==> config.mk <==
export PLATFORM = sky130hd
export DESIGN_NAME = pso_mul
export DESIGN_NICKNAME = d
export VERILOG_FILES = /design/src/rtl/pso_mul.sv
export SDC_FILE = /design/constraint.sdc
export NUM_CORES = 2
export LEC_CHECK = 0
export ABC_AREA = 1
export CORE_ASPECT_RATIO = 1.5
export CORE_MARGIN = 3
export CORE_UTILIZATION = 48
export CTS_BUF_LIST = sky130_fd_sc_hd__clkbuf_8
export DETAILED_ROUTE_END_ITERATION = 8
export DONT_BUFFER_PORTS = 1
export PLACE_DENSITY_LB_ADDON = 0.15
export SLEW_MARGIN = 20
export SYNTH_ARGS = -nofsm -noshare
export SYNTH_HDL_FRONTEND = slang
export SYNTH_SLANG_ARGS = --single-unit
==> constraint.sdc <==
create_clock -name clk_i -period 15 [get_ports clk_i]
set_input_delay 0.75 -clock clk_i [delete_from_list [all_inputs] [get_ports clk_i]]
set_output_delay 0.75 -clock clk_i [all_outputs]
set_load 0.03 [all_outputs]
==> src/rtl/pso_mul.sv <==
module pso_mul (
  input  logic               clk_i,
  input  logic signed [33:0] a_i,
  input  logic signed [33:0] b_i,
  output logic signed [67:0] p_o
);

  // shared signed multiplier, registered product
  always_ff @(posedge clk_i) begin
    p_o <= a_i * b_i;
  end

endmodule

* Word level (Yosys, flattened, before mapping) *
Index checks and enable logic that the tools add are counted.

storage, ports and cells
  bits of input ports = 69
  logic and storage cells = 2
  output and inout bits = 68
  flip-flop bits (word level) = 68

operators by class
  $mul = 1

operator list
  cell              count
  $mul A34 B34 Y68  1

* Longest topological paths before layout *
  word-level depth = 1
  gate-level depth with buffers = 35
  mapped depth without buffers = 33

* Least setup slack after synthesis *
OpenSTA, ideal clock, no wires.

  path kind = input port to flip-flop
  start point = input port a_i[33]
  end point = register p_o[66]
  data arrival time = 7.461 ns
  path buffers = 2
  stages = 24
  setup time = 0.112 ns
  path slack = 7.427 ns
  required time = 14.888 ns
  cells stage by stage = clkbuf_1 > clkbuf_1 > nand2_1 > inv_1 > fa_1 > fa_1 > fa_1 > fa_1 > inv_1 > fa_1 > fa_1 > inv_1 > fa_1 > fa_1 > ha_1 > nand2_1 > nor2_1 > inv_1 > nor2_2 > nand2_1 > nor3_1 > nand2_2 > nand3_1 > nand2_1

between the ends
  cells in the longest elaborated chain, start to end = 1

ends and longest elaborated chain
  element               RTL line  source
  start, declared       3         input logic signed [33:0] a_i,
  $mul A34 B34 Y68      10        p_o <= a_i * b_i;
  end signal, assigned  10
  end, declared         5         output logic signed [67:0] p_o

Every way passes these cells.

* Final worst setup path *
  start point = input port a_i[33]
  end point = register p_o[59]

Same word-level chain as after synthesis.

==> run metrics <==
count of inserted antenna diode cells 0; vias in the first global route roughly 39000; number of H-tree levels 3; post-CTS resize count 0; Post-synth EDFFs 0; count of mapped cells out of synthesis between 5000 and 6000; met1 demand-to-capacity share in global routing 0.319; Critical Path Slowest Stage Cell sky130_fd_sc_hd__fa_1; post-synthesis instance area approximately 0.046 sq mm; maximum number of pins on one net before global-route repair 36; Critical Path Source Type input port; highest-count cells in the layout ignoring fill and taps 2115 x sky130_fd_sc_hd__inv_1, 1661 x sky130_fd_sc_hd__nand2_1, 1241 x sky130_fd_sc_hd__fa_1, 204 x sky130_fd_sc_hd__ha_1, 115 x sky130_fd_sc_hd__nor2_1; clock tree from TritonCTS yes; global-route wire length before repair 222000 um; category of the most critical setup path input port to flop; total number of vias 34900; top cells by area, synth sky130_fd_sc_hd__fa_1 54%, sky130_fd_sc_hd__inv_1 17%, sky130_fd_sc_hd__nand2_1 13%; grt ovf 0; crit path cell chain nand2_1 -> inv_1 -> fa_1 -> fa_1 -> fa_1 -> fa_1 -> inv_1 -> fa_1 -> fa_1 -> inv_1 -> fa_1 -> fa_1 -> ha_1 -> nand2_1 -> nor2_1 -> nand3_1 -> inv_1 -> nand2_1 -> nor3_2 -> nand2_1 -> nand4_1 -> nand2_1; maximum buffer depth of the clock tree 2; post-route fraction of the period consumed by the critical path 0.511; net total in the final layout 7230; Top FF cell, synth sky130_fd_sc_hd__dfxtp_1; Synth area leader sky130_fd_sc_hd__fa_1; number of flip-flops under the largest register name 68; leading registers by flop count p_o x68; mean routed wirelength per cell about 20 um; post-detailed-route count of antenna-violating nets 0; count of input and output buffers 0; Crit. End Element flop; run status completed; Largest Register p_o; sum of routed wire length over all layers ~140000 um; antenna violations before repair 1; overall die area between 0.1 and 0.15 sq mm; count of TritonRoute iterations in the first routing pass 6; TritonCTS buffer count 9; Max Clk Rate approximately 130 MHz; Max stage delay on crit path around 1300 ps; Max Slew Vio Count 0; initial cell density of the core 0.487; I/O pin count approximately 140; worst setup slack after placement 6920 ps; clock-pin slew on the worst setup and hold paths 140 ps; post-DP HPWL between 100000 and 150000 um; RSZ-0062 raised after global routing no; number of maximum-capacitance violations 0; top cell type's share of synthesized area 0.537; final total negative setup slack 0 ps; global routing usage summed across all routing layers 0.297; Ys Warns 0; Die X-Extent between 200 and 300 um; count of final setup violators 0; total number of clock tree sinks 68; Core Area around 0.095 sq mm; minimum clock period 7670 ps; Unique masters post-synth 32; RePlAce Congestion roughly 1; Slew @ Worst Pin 1070 ps; Post-CTS Setup Repair Bufs 0; Root Driver sky130_fd_sc_hd__clkbuf_8; crit-path max FO 34; async set-or-reset flop fraction in the synthesized netlist 0; highest-utilization routing layer at the global route stage met2; final hold violation count 0; most common library cell in the layout ignoring fill and taps sky130_fd_sc_hd__inv_1; data arrival at the endpoint of the critical path 7990 ps; worst-case headroom to the max-slew limit 0.285; hold crit path type input port to flop; WP data required about 15000 ps; cell type with the highest occurrence count on the critical path sky130_fd_sc_hd__fa_1; net count of the mapped netlist roughly 7500; part of the Yosys area used for sequential elements 0.0295; mean number of vias per cell between 5 and 6; Row Count roughly 140; met2 track demand over resource 0.573; hold buffers post-CTS 0; number of design rule violations left after detail routing 0; Area Growth Syn to Fin 1.72%; GR Layer Usage met3 0.0369; post-synthesis average cell area slightly below 8 sq um; number of storage elements in the synthesis netlist 68; ratio of cells with drive above 1 in the final layout 0.0143; count of routing violations after the opening detailed-route iteration 2064; height of the chip a little under 400 um; post-route worst setup slack around 7300 ps
worst max-delay path: cells and delay by family:
kind | cells | cell delay, ps
adders and majority gates | 9 | 5670
buffers and inverters | 4 | 470
and+or+nand+nor | 9 | 1060
per-layer routing:
metal / up-vias / share of wire
li1: 15500 / -
met1: 18000 / 0.34
met2: 1054 / 0.55
met3: 367 / 0.052
met4: 2 / 0.057
met5: - / 0.000070
worst paths after layout:
kind | from | depth (start not counted) | end
worst max-delay path | a_i[33] | 22 | p_o[59]
worst min-delay path | b_i[0] | 2 | p_o[0]
cell families (layout without fill, tap and decap cells):
group	count (synthesis)	in the layout	share of synthesized area
buffers and inverters	2390	2139	0.194
AO/OA/AOI/OAI	95	95	0.0113
adder cells (fa/ha/maj)	1445	1445	0.593
AND/OR/NAND/NOR	1939	1939	0.166
XOR/XNOR	35	35	0.00663
flip-flops	68	68	0.0295
cell usage after synthesis (2+ instances only):
| cell type | instances |
|---|---|
| sky130_fd_sc_hd__inv_1 | 2116 |
| sky130_fd_sc_hd__nand2_1 | 1661 |
| sky130_fd_sc_hd__fa_1 | 1241 |
| sky130_fd_sc_hd__clkbuf_1 | 269 |
| sky130_fd_sc_hd__ha_1 | 204 |
| sky130_fd_sc_hd__nor2_1 | 115 |
| sky130_fd_sc_hd__nand3_1 | 70 |
| sky130_fd_sc_hd__dfxtp_1 | 68 |
| sky130_fd_sc_hd__a21oi_1 | 59 |
| sky130_fd_sc_hd__xor2_1 | 33 |
| sky130_fd_sc_hd__nand2_2 | 20 |
| sky130_fd_sc_hd__nand4_1 | 19 |
| sky130_fd_sc_hd__o21ai_0 | 18 |
| sky130_fd_sc_hd__nor3_1 | 15 |
| sky130_fd_sc_hd__o21bai_1 | 11 |
| sky130_fd_sc_hd__nor2_2 | 9 |
| sky130_fd_sc_hd__or2_2 | 8 |
| sky130_fd_sc_hd__nand3_2 | 7 |
| sky130_fd_sc_hd__nor3_2 | 5 |
| sky130_fd_sc_hd__a21oi_2 | 4 |
| sky130_fd_sc_hd__inv_2 | 3 |
| sky130_fd_sc_hd__nand3b_1 | 3 |
| sky130_fd_sc_hd__buf_1 | 2 |
| sky130_fd_sc_hd__nand2_4 | 2 |
| sky130_fd_sc_hd__nor3_4 | 2 |
| sky130_fd_sc_hd__xnor2_1 | 2 |
final cells by class:
| cell class | instances | area (sq um) |
|---|---|---|
| clock buffer | 9 | 124 |
| clock inverter | 7 | 82.6 |
| fill | 9533 | 47900 |
| inverter | 2119 | 7950 |
| multi-input combinational | 3514 | 35900 |
| sequential | 68 | 1360 |
| tap | 1260 | 1580 |
| timing repair buffer | 4 | 30.0 |
stage by stage:
step / utilization / cell area (sq um) / instances / hold WS (ps)
floorplan: - / 46200 / 5972 / 1030
global placement: 0.493 / 46800 / 6965 / 852
global route: 0.495 / 47000 / 6981 / 404
detailed placement: 0.493 / 46800 / 6965 / 854
finish: 0.495 / 47000 / 6981 / 398
CTS: 0.495 / 47000 / 6981 / 379
Power is not shown: default switching activity piles up to over one toggle a cycle in this logic, so the estimate is an artifact.
