===== config.mk =====
export PLATFORM = sky130hd
export DESIGN_NAME = pso_div
export DESIGN_NICKNAME = d
export VERILOG_FILES = /design/src/rtl/pso_pkg.sv /design/src/rtl/pso_div.sv
export SDC_FILE = /design/constraint.sdc
export NUM_CORES = 1
export LEC_CHECK = 0
export ABC_CLOCK_PERIOD_IN_PS = 6200
export BUFFER_PORTS_ARGS = -buffer_cell sky130_fd_sc_hd__buf_4
export CORE_ASPECT_RATIO = 0.7
export CORE_UTILIZATION = 64
export CTS_BUF_LIST = sky130_fd_sc_hd__clkbuf_8
export DETAILED_ROUTE_END_ITERATION = 16
export PLACE_DENSITY = 0.95
export SYNTH_ARGS = -nofsm -noshare
export SYNTH_HDL_FRONTEND = slang
export SYNTH_SLANG_ARGS = --single-unit

===== constraint.sdc =====
create_clock -name clk_i -period 6.2 [get_ports clk_i]
set_clock_uncertainty 0.05 [all_clocks]
set_input_delay 0.62 -clock clk_i [delete_from_list [all_inputs] [get_ports clk_i]]
set_output_delay 0.62 -clock clk_i [all_outputs]
set_load 0.02 [all_outputs]

===== src/rtl/pso_pkg.sv =====
package pso_pkg;

  typedef enum logic [2:0] {
    CMD_START  = 3'd0,
    CMD_LOAD   = 3'd1,
    CMD_BEGIN  = 3'd2,
    CMD_REPORT = 3'd3,
    CMD_UPDATE = 3'd4
  } cmd_e;

  typedef enum logic [2:0] {
    REG_MODE   = 3'd0,
    REG_CP     = 3'd1,
    REG_CG     = 3'd2,
    REG_LO     = 3'd3,
    REG_HI     = 3'd4,
    REG_TOTAL  = 3'd5,
    REG_DIMS   = 3'd6,
    REG_PARTS  = 3'd7
  } reg_e;

  typedef enum logic [1:0] {
    MODE_FIXED  = 2'd0,
    MODE_LINEAR = 2'd1,
    MODE_ADAPT  = 2'd2
  } mode_e;

  typedef enum logic [4:0] {
    ST_IDLE,
    ST_SWEEP,
    ST_RPT_CMP,
    ST_COPY_RD,
    ST_COPY_WR,
    ST_RPT_OUT,
    ST_W_START,
    ST_W_WAIT,
    ST_W_DIV2,
    ST_W_WAIT2,
    ST_W_DONE,
    ST_CR_P,
    ST_CR_G,
    ST_D_RD,
    ST_D_LAT,
    ST_D_MUL_W,
    ST_D_MUL_P,
    ST_D_MUL_G,
    ST_D_SUM,
    ST_D_CLAMP,
    ST_D_OUT
  } state_e;

  // divider request/response
  typedef struct packed {
    logic        start;
    logic [63:0] num;
    logic [63:0] den;
    logic [6:0]  steps;
  } div_req_t;

  typedef struct packed {
    logic        busy;
    logic [63:0] quo;
  } div_rsp_t;

  localparam logic [15:0] W_HIGH = 16'd58982;
  localparam logic [15:0] W_LOW  = 16'd26214;
  localparam logic [16:0] W_HALF = 17'd32768;
  localparam logic signed [47:0] FIT_MAX = 48'sh7FFF_FFFF_FFFF;

endpackage


===== src/rtl/pso_div.sv =====
module pso_div
  import pso_pkg::*;
(
  input  logic     clk_i,
  input  logic     rst_ni,
  input  div_req_t req_i,
  output div_rsp_t rsp_o
);

  // restoring divider, one quotient bit per cycle, top-aligned numerator
  logic [63:0] rem_q, rem_d;
  logic [63:0] quo_q, quo_d;
  logic [63:0] num_q, num_d;
  logic [63:0] den_q, den_d;
  logic [6:0]  cnt_q, cnt_d;
  logic [64:0] trial;

  always_comb begin
    rem_d = rem_q;
    quo_d = quo_q;
    num_d = num_q;
    den_d = den_q;
    cnt_d = cnt_q;
    trial = {rem_q, num_q[63]};
    if (req_i.start) begin
      rem_d = '0;
      quo_d = '0;
      num_d = req_i.num;
      den_d = req_i.den;
      cnt_d = req_i.steps;
    end else if (cnt_q != 7'd0) begin
      num_d = {num_q[62:0], 1'b0};
      cnt_d = cnt_q - 7'd1;
      if (trial >= {1'b0, den_q}) begin
        rem_d = 64'(trial - {1'b0, den_q});
        quo_d = {quo_q[62:0], 1'b1};
      end else begin
        rem_d = trial[63:0];
        quo_d = {quo_q[62:0], 1'b0};
      end
    end
  end

  always_ff @(posedge clk_i or negedge rst_ni) begin
    if (!rst_ni) begin
      cnt_q <= '0;
    end else begin
      cnt_q <= cnt_d;
    end
  end

  always_ff @(posedge clk_i) begin
    rem_q <= rem_d;
    quo_q <= quo_d;
    num_q <= num_d;
    den_q <= den_d;
  end

  assign rsp_o.busy = (cnt_q != 7'd0);
  assign rsp_o.quo  = quo_q;

endmodule


[Yosys cells after proc, flatten, opt, wreduce, memory -nomap -nowiden]
Cells that the tools add are included.
Storage, ports and cells
  register bits after elaboration: 263
  input port bits: 138
  output and inout port bits: 65
  word-level logic and storage cells: 16
Cells by class
  $add $sub $neg: 2
  multiplexer cells: 6
  reductions and logical operators: 2
  $lt $le $gt $ge: 1
Operators with widths (count)
  64-bit two-way mux: 3
  65-bit by 64-bit >= comparator with 1-bit output: 1
  64-bit subtractor: 1
  7-bit two-way mux: 2
  7-bit nonzero test: 1
  7-bit by 1-bit subtractor with 7-bit output (second input constant): 1
  2-bit nonzero test: 1
  1-bit two-way mux: 1

[Logic depth before layout (Yosys ltp)]
Gate-level depths: netlist of the first run.
  word-level depth: 3
  mapped depth: 15
  gate-level depth less buffers: 13

[Worst setup path before layout of the first run]
Ideal clock, no wire load.
  kind: register to register
  start: register cnt_q[0]
  end: register num_q[0], enable pin
  clock period less this slack: 3.589 ns
  slack: 2.611 ns
  arrival time: 2.998 ns
  buffers on the path: 1
  library setup time: 0.541 ns
  stages on the path, launching flop included: 10
  cells stage by stage: dfrtp_1 > inv_1 > ha_1 > or3b_2 > or3_1 > nor2_1 > inv_2 > clkbuf_1 > nor2_1 > inv_1
On the way
  cells in the longest elaborated chain, start to end: 2
RTL lines
  start, declared: RTL line pso_div.sv:15  | logic [6:0] cnt_q, cnt_d;
  start signal, assigned: RTL line pso_div.sv:48  | cnt_q <= cnt_d;
  7-bit nonzero test: RTL line pso_div.sv:31  | end else if (cnt_q != 7'd0) begin
  2-bit nonzero test (no source line)
  end signal, assigned: RTL line pso_div.sv:55  | num_q <= num_d;
  end, declared: RTL line pso_div.sv:13  | logic [63:0] num_q, num_d;
No other way between the ends.
A chain may end at the register's enable or synchronous reset.

==> impl_results.md, run 1 <==
* Worst-path cell chain: inv_1 -> ha_1 -> or3b_2 -> or3_1 -> nor2_4 -> inv_4 -> buf_4 -> buf_4
* RSZ-0062 raised after global routing: false
* Post-synthesis average cell area at 9.31 µm²
* FF-to-FF path depth at 13
* EDFF count, synth at approximately 130
* Most used cell, CP: buf_4
* Die Area at roughly 0.023 mm²
* Routed via count at 12,800
* FP Rows at 45
* Hpwl dp at 27,800 µm
* Worst-path clk slew at 60 ps
* Max-cap violations at 0
* Diodes inserted at 0
* Worst EP arrival at 3450 ps
* Area Growth Syn to Fin at 16.1%
* Placement Cell Area at between 0.015 and 0.02 mm²
* Most frequent cells in the layout: 266 x nand2_1, 208 x buf_4, 161 x a21oi_1
* R2R setup slack at 2220 ps
* Share of cells above drive strength 1 at 0.206
* Top Ports at between 200 and 250
* Syn Nets at about 1,700
* Fin. Hold Viols at 0
* Largest net degree at the start of global routing at approximately 100
* Number of global-route vias before repair at 12,400
* Hold Path Sink: den_q[24]$_DFFE_PP_
* Layout Nets at about 1,900
* Number of distinct library cells after synthesis at 80
* Worst skew pair latency at between 500 and 600 ps
* HP Class: in2reg
* Die Span X at around 180 µm
* CP bufs+invs at 4
* Drt first pass iters at 7
* Critical path class: reg2out
* Maximum fanout along the worst path at 100
* Worst Max-Slew Pin Slew at approximately 1100 ps
* Gp weighted congestion at roughly 1.0
* Tot GR Track Use at 0.359
* Final wirelength at 42,000 µm
* Commonest non-fill, non-tap cell in the layout: nand2_1
* Core area at around 0.022 mm²
* First-pass GRT wire length at approximately 65,000 µm
* Die height at roughly 130 µm
* Final instance area at 0.0167 mm²
* CTS max path bufs at 3
* Top_reg_cell synth: edfxtp_1
* Reg2reg end: rem_q[25]$_SDFFE_PP0P_
* Crit path max-delay cell type: buf_4
* Postcts setup bufs at 0
* Initial antenna violation count at 0
* Htree depth at 2
* DR WL/cell at between 20 and 25 µm
* Dpl cells at ~2,000
* Critical path required time at around 5500 ps
* Fin crit share at 0.665
* Sequential-to-total area share from yosys stat at 0.458
* TritonCTS sink count at 263
* Antenna Nets Post-Route at 0
* Mapped Cells at 1,544
* Worst VDD drop at 0.197 mV
* Worst Setup SP: cnt_q[0]$_DFFE_PN0P_
* Final count of pins violating max slew at 0
* Cell depth of the worst hold path at 1
* Vias per cell at 6.33
* # DRC at 0
* Cell family with most CP delay: buffers and inverters
* Root Buffer: clkbuf_8
* Seq cells post-synth at 263
* Worst slew margin at 0.260
* TNS Setup at 0 ps
* Number of cells on the critical path at 8
* Max incr delay on CP at between 900 and 1000 ps
* Finished Layout Cells at around 2,000
* Status: complete, no violations
* Synth warn at 0
* Fmax at 243 MHz
* Final setup vio count at 0
* Critical path endpoint category: primary output
* Gr ovfl total at 0
* Drt initial violations at roughly 1,600
* Ys async rst share at 0.0266
* Leak at ~7 nW
* Cts hold-fix bufs at 1
* Initial core utilization at 0.658
* Hold path start: req_i[31]
* Cell Area, Synth at about 0.014 mm²
* TritonCTS clock tree: done
* Cts repair resizes at 0
* Tmin final at about 4100 ps
* Worst setup SP type: flip-flop
* Cell Pwr Density at roughly 390 mW/mm²
* Total CTS buffers at 40
* Reg2reg start: den_q[3]$_DFFE_PP_
* I/O Buffers at between 200 and 250
-- synth_stat cells (all sizes together) (23+ instances only) --
library cell | instances | area (µm²)
nand2 | 267 | 1000
a21oi | 163 | 823
dfxtp | 128 | 2560
edfxtp | 128 | 3840
nor2 | 108 | 405
inv | 90 | 338
ha | 65 | 813
mux2 | 64 | 721
clkbuf | 59 | 221
o21ai | 59 | 299
xnor2 | 39 | 342
a311oi | 35 | 369
a21o | 26 | 195
nand4 | 26 | 163
buf | 24 | 159
nor3 | 23 | 120
-- area by class of cell --
class | count | area, µm²
flip-flops and latches | 263 | 6580
inverters | 90 | 340
repair buffers | 210 | 1590
clock inverters | 32 | 179
fillers | 1347 | 5160
multi-input cells | 1108 | 7090
well taps | 282 | 353
clock buffers | 41 | 564
-- registers in the layout, indices dropped and copies added, names as in the netlist --
| name | flops |
|---|---|
| den_q | 64 |
| num_q | 64 |
| quo_q | 64 |
| rem_q | 64 |
| cnt_q | 7 |
-- how the worst max path moves through the flow --
stage	end	slack (ps)
finish	rsp_o[64]	2080
global route	rsp_o[64]	1860
CTS	rsp_o[64]	2100
detailed placement	rem_q[18]$_SDFFE_PP0P_	2310
global placement	rem_q[27]$_SDFFE_PP0P_	2500
floorplan	num_q[0]$_SDFFCE_PN0P_	2610
-- per-stage QoR --
| stage | worst slack [ps] | total power, W | hold WS [ps] | util |
|---|---|---|---|---|
| finish | 2080 | 0.00647 | 167 | 0.764 |
| detailed placement | 2310 | 0.00499 | 386 | 0.729 |
| floorplan | 2610 | 0.00436 | 274 | - |
| CTS | 2100 | 0.00639 | 142 | 0.764 |
| global route | 1860 | 0.00681 | 141 | 0.764 |
| global placement | 2500 | 0.00488 | 386 | 0.729 |
-- layer usage --
metal | routed length [µm] | global-route usage | part of all wire
met3 | 4800 | 0.119 | 0.11
met1 | 16800 | 0.458 | 0.40
met2 | 18800 | 0.564 | 0.45
met5 | 0 | 0 | 0
met4 | 1590 | 0.151 | 0.038
-- report_power, final --
part | internal [W] | switching (W)
clock network | 0.000667 | 0.000713
logic | 0.00107 | 0.00172
registers | 0.00210 | 0.000197
-- cell families (layout without fill, tap and decap cells) --
group	count (synthesis)	after routing	synth area share
adder cells (fa/ha/maj)	66	66	0.0580
buffers and inverters	173	373	0.0500
AND/OR/NAND/NOR	519	519	0.160
flip-flops	263	263	0.458
multiplexers	72	72	0.0557
AO/OA/AOI/OAI	395	395	0.184
XOR/XNOR	56	56	0.0341
Note: power is estimated with default switching activity, not from simulation.
==> run 2: changes to the inputs <==
==> config.mk (replaced) <==
export PLATFORM = sky130hd
export DESIGN_NAME = pso_div
export DESIGN_NICKNAME = d
export VERILOG_FILES = /design/src/rtl/pso_pkg.sv /design/src/rtl/pso_div.sv
export SDC_FILE = /design/constraint.sdc
export NUM_CORES = 1
export LEC_CHECK = 0
export ABC_AREA = 1
export ABC_CLOCK_PERIOD_IN_PS = 3700
export BUFFER_PORTS_ARGS = -buffer_cell sky130_fd_sc_hd__buf_4
export CORE_ASPECT_RATIO = 0.7
export CORE_UTILIZATION = 55
export CTS_BUF_LIST = sky130_fd_sc_hd__clkbuf_8
export DETAILED_ROUTE_END_ITERATION = 16
export PLACE_DENSITY = 0.86
export SYNTH_ARGS = -nofsm -noshare
export SYNTH_HDL_FRONTEND = slang
export SYNTH_SLANG_ARGS = --single-unit
==> constraint.sdc (replaced) <==
create_clock -name clk_i -period 3.7 [get_ports clk_i]
set_clock_uncertainty 0.05 [all_clocks]
set_input_delay 0.37 -clock clk_i [delete_from_list [all_inputs] [get_ports clk_i]]
set_output_delay 0.37 -clock clk_i [all_outputs]
set_load 0.02 [all_outputs]
==> run 2 against run 1 <==
Compared with the run above:
- sequential power is 42% higher
- final cell count is 54% higher
- design area is 18% higher
- clock-buffer cell count is 6 higher
- clock power is 86% higher
- first-iteration DRC count is 17% higher
- largest power group is now registers
==> impl_results.md, run 2 <==
* Drt first pass iters at 6 (was 7)
* Antenna Nets Post-Route at 0 (unchanged)
* Drt initial violations at 1,901 (was 1,628)
* Tmin final at 3350 ps
* R2R setup slack at 350 ps (was 2220 ps)
* Worst VDD drop at 0.432 mV (was 0.197 mV)
* Worst slew margin at 0.279 (was 0.260)
* Hpwl dp at 41,200 µm (was 27,800 µm)
* Final setup vio count at 0 (unchanged)
* Seq cells post-synth at 263 (unchanged)
* Postcts setup bufs at 0 (unchanged)
* Ys async rst share at 0.0266 (unchanged)
* Critical path required time at 4180 ps (was 5530 ps)
* Worst EP arrival at 3820 ps (was 3450 ps)
* Cell family with most CP delay: simple AND/OR/NAND/NOR gates (was buffers and inverters)
* Hold path start: req_i[130] (was req_i[31])
* Synth Area in Simple Gates at 0.340 (was 0.160)
* Total CTS buffers at 41 (was 40)
* Tot GR Track Use at 0.370 (was 0.359)
* Worst skew pair latency at 590 ps (was 580 ps)
* Gp weighted congestion at 1.07 (was 1.02)
* Synth warn at 0 (unchanged)
* Most used cell, CP: nand2_1 (was buf_4)
* Post-synthesis compound-gate area fraction at 0.0500 (was 0.184)
* # DRC at 0 (unchanged)
* Top_reg_cell synth: edfxtp_1 (unchanged)
* EDFF count, synth at 128 (unchanged)
* Worst-path clk slew at 70 ps (was 60 ps)
* Reg2reg end: rem_q[39]$_SDFFE_PP0P_ (was rem_q[25]$_SDFFE_PP0P_)
* Dpl cells at 2,961 (was 1,952)
* Final instance area at 0.0197 mm² (was 0.0167 mm²)
* DR WL/cell at 18.0 µm (was 20.7 µm)
* Die Span X at 207 µm (was 181 µm)
* Gr ovfl total at 0 (unchanged)
* Post-synth top area share at 0.242 (was 0.267)
* Hold Path Sink: num_q[59]$_DFFE_PP_ (was den_q[24]$_DFFE_PP_)
* Sequential-to-total area share from yosys stat at 0.406 (was 0.458)
* Vias per cell at 5.25 (was 6.33)
* Critical path class: reg2reg (was reg2out)
* Worst Max-Slew Pin Slew at 1080 ps (was 1110 ps)
* Leak at 10.6 nW (was 6.98 nW)
* Main combinational cell family by area after synthesis: simple AND/OR/NAND/NOR gates (was compound AO/OA/AOI/OAI gates)
* RSZ-0062 raised after global routing: false (unchanged)
* XOR/XNOR share of the synthesized area at 0.0189 (was 0.0341)
* Fin crit share at 0.904
* Fraction of the mapped netlist area in adder cells at 0.0514 (was 0.0580)
* Fillers at 2,457 (was 1,347)
* Number of distinct library cells after synthesis at 38 (was 80)
* Worst-path cell chain: inv_1 -> ha_1 -> a21oi_1 -> o21ai_1 -> o21ai_1 -> nand3_1 -> nor2_4 -> buf_4 -> nand3_1 -> nand2_1 -> nand2_1 -> nand2_1 (was inv_1 -> ha_1 -> or3b_2 -> or3_1 -> nor2_4 -> inv_4 -> buf_4 -> buf_4)
* Count leader, synth: nand2_1 (unchanged)
* Area Growth Syn to Fin at 21.3% (was 16.1%)
* Cell depth of the worst hold path at 3 (was 1)
* Root Buffer: clkbuf_8 (unchanged)
* Mux cell area share after synthesis at 0 (was 0.0557)
* CP bufs+invs at 2 (was 4)
* Max incr delay on CP at 620 ps (was 950 ps)
* Most common library cells after synthesis: 1,046 x nand2_1, 475 x inv_1, 142 x nand3_1 (was 266 x nand2_1, 161 x a21oi_1, 128 x dfxtp_1, 128 x edfxtp_1, 108 x nor2_1)
* Final wirelength at 56,100 µm (was 42,000 µm)
* Total power at 0.00663 W (was 0.00647 W)
* Die height at 146 µm (was 127 µm)
* Reg2reg start: den_q[54]$_DFFE_PP_ (was den_q[3]$_DFFE_PP_)
* Top post-synthesis cells by area: nand2_1 24%, edfxtp_1 24%, dfxtp_1 16%, inv_1 11%, ha_1 5.0% (was edfxtp_1 27%, dfxtp_1 18%, nand2_1 6.9%, ha_1 5.7%, a21oi_1 5.6%)
* FF-to-FF path depth at 12 (was 13)
* Initial core utilization at 0.560 (was 0.658)
* Share of cells above drive strength 1 at 0.115 (was 0.206)
* Fin. Hold Viols at 0 (unchanged)
* Layout Nets at 2,914 (was 1,917)
* Cell Area, Synth at 0.0162 mm² (was 0.0144 mm²)
* Status: complete, no violations (unchanged)
* Routed via count at 16,400 (was 12,800)
* Die Area at 0.0302 mm² (was 0.0231 mm²)
* Core area at 0.0290 mm² (was 0.0218 mm²)
* Largest net degree at the start of global routing at 86 (was 101)
* Critical path endpoint category: flip-flop (was primary output)
* Htree depth at 2 (unchanged)
* Diodes inserted at 0 (unchanged)
* First-pass GRT wire length at 86,400 µm (was 65,300 µm)
* Cell Pwr Density at 337 mW/mm² (was 387 mW/mm²)
* Top Ports at 203 (unchanged)
* Finished Layout Cells at 3,121 (was 2,026)
* Crit path max-delay cell type: buf_4 (unchanged)
* CTS max path bufs at 3 (unchanged)
* Most frequent cells in the layout: 1,046 x nand2_1, 491 x inv_1, 214 x buf_4 (was 266 x nand2_1, 208 x buf_4, 161 x a21oi_1)
* Max-cap violations at 0 (unchanged)
* HP Class: in2reg (unchanged)
* TritonCTS sink count at 263 (unchanged)
* Worst setup SP type: flip-flop (unchanged)
* Fmax at 299 MHz
* Synth area leader: nand2_1 (was edfxtp_1)
* Initial antenna violation count at 0 (unchanged)
* TritonCTS clock tree: done (unchanged)
* Placement Cell Area at 0.0180 mm² (was 0.0159 mm²)
* Cts hold-fix bufs at 84 (was 1)
* I/O Buffers at 202 (unchanged)
* Final count of pins violating max slew at 0 (unchanged)
* TNS Setup at 0 ps (unchanged)
* FP Rows at 52 (was 45)
* Maximum fanout along the worst path at 58 (was 100)
* Mapped Cells at 2,429 (was 1,544)
* Number of global-route vias before repair at 15,500 (was 12,400)
* Cts repair resizes at 0 (unchanged)
* Syn Nets at 2,633 (was 1,748)
* Post-synthesis average cell area at 6.68 µm² (was 9.31 µm²)
* Commonest non-fill, non-tap cell in the layout: nand2_1 (unchanged)
[run 2: changes by cell type after synthesis, moves of 16 or more]
| cell | delta |
|---|---|
| a311oi_1 | -25 |
| inv_1 | +386 |
| o21ai_0 | -38 |
| o22ai_1 | +54 |
| xnor2_1 | -28 |
| nand3_1 | +126 |
| a21o_1 | -26 |
| a211oi_1 | -16 |
| nand2_1 | +780 |
| mux2_2 | -64 |
| a21oi_1 | -115 |
| clkbuf_1 | -30 |
| inv_2 | +16 |
[run 2: worst max path at each step]
stage | from | endpoint | depth (start not counted)
after floorplan | cnt_q[0]$_DFFE_PN0P_ | num_q[0]$_SDFFCE_PN0P_ | 10
after global placement | den_q[54]$_DFFE_PP_ | rem_q[39]$_SDFFE_PP0P_ | 12
after detailed placement | den_q[54]$_DFFE_PP_ | rem_q[39]$_SDFFE_PP0P_ | 12
after CTS | den_q[54]$_DFFE_PP_ | rem_q[39]$_SDFFE_PP0P_ | 12
after global routing | den_q[32]$_DFFE_PP_ | rem_q[39]$_SDFFE_PP0P_ | 16
final | den_q[54]$_DFFE_PP_ | rem_q[39]$_SDFFE_PP0P_ | 12
[run 2: through the flow]
stage / setup slack, ps / util / hold slack (ps)
after floorplan: 1140 / - / 24.4
after global placement: 450 / 0.622 / 136
after detailed placement: 485 / 0.622 / 135
after CTS: 486 / 0.680 / 0.0347
after global routing: 173 / 0.680 / 3.87
final: 354 / 0.680 / 15.4
[run 2: final cells by class]
cell class,instances,area (µm²),area share
well taps,378,473,0.0240
inverters,494,1860,0.0944
flip-flops and latches,263,6580,0.334
clock buffers,47,647,0.0329
clock inverters,29,190,0.00966
multi-input cells,1612,7480,0.380
repair buffers,298,2450,0.124
[run 2: per-layer routing]
layer,GRT usage,up-vias,share of wire
met2,0.531,818,0.40
met4,0.0683,0,0.015
li1,-,7978,-
met5,0,-,0
met1,0.559,7519,0.46
met3,0.0975,72,0.12
[run 2: cell families after synthesis]
group                    Yosys count
flip-flops                       263
AND/OR/NAND/NOR                 1370
AO/OA/AOI/OAI                    141
XOR/XNOR                          35
buffers and inverters            554
adder cells (fa/ha/maj)           66
[run 2: worst reg2reg max path, delay by kind of cell (launching register included)]
family | cells | cell delay [ps]
adder cells (fa/ha/maj) | 1 | 400
AND/OR/NAND/NOR | 6 | 960
AO/OA/AOI/OAI | 3 | 920
buffers and inverters | 2 | 670
flip-flops | 1 | 320
[run 2: report_power, final]
part	total [W]	switching, W	internal [W]
clock	0.00257	0.00125	0.00131
sequential	0.00327	0.0000508	0.00322
combinational	0.000796	0.000472	0.000324
total	0.00663	0.00178	0.00486
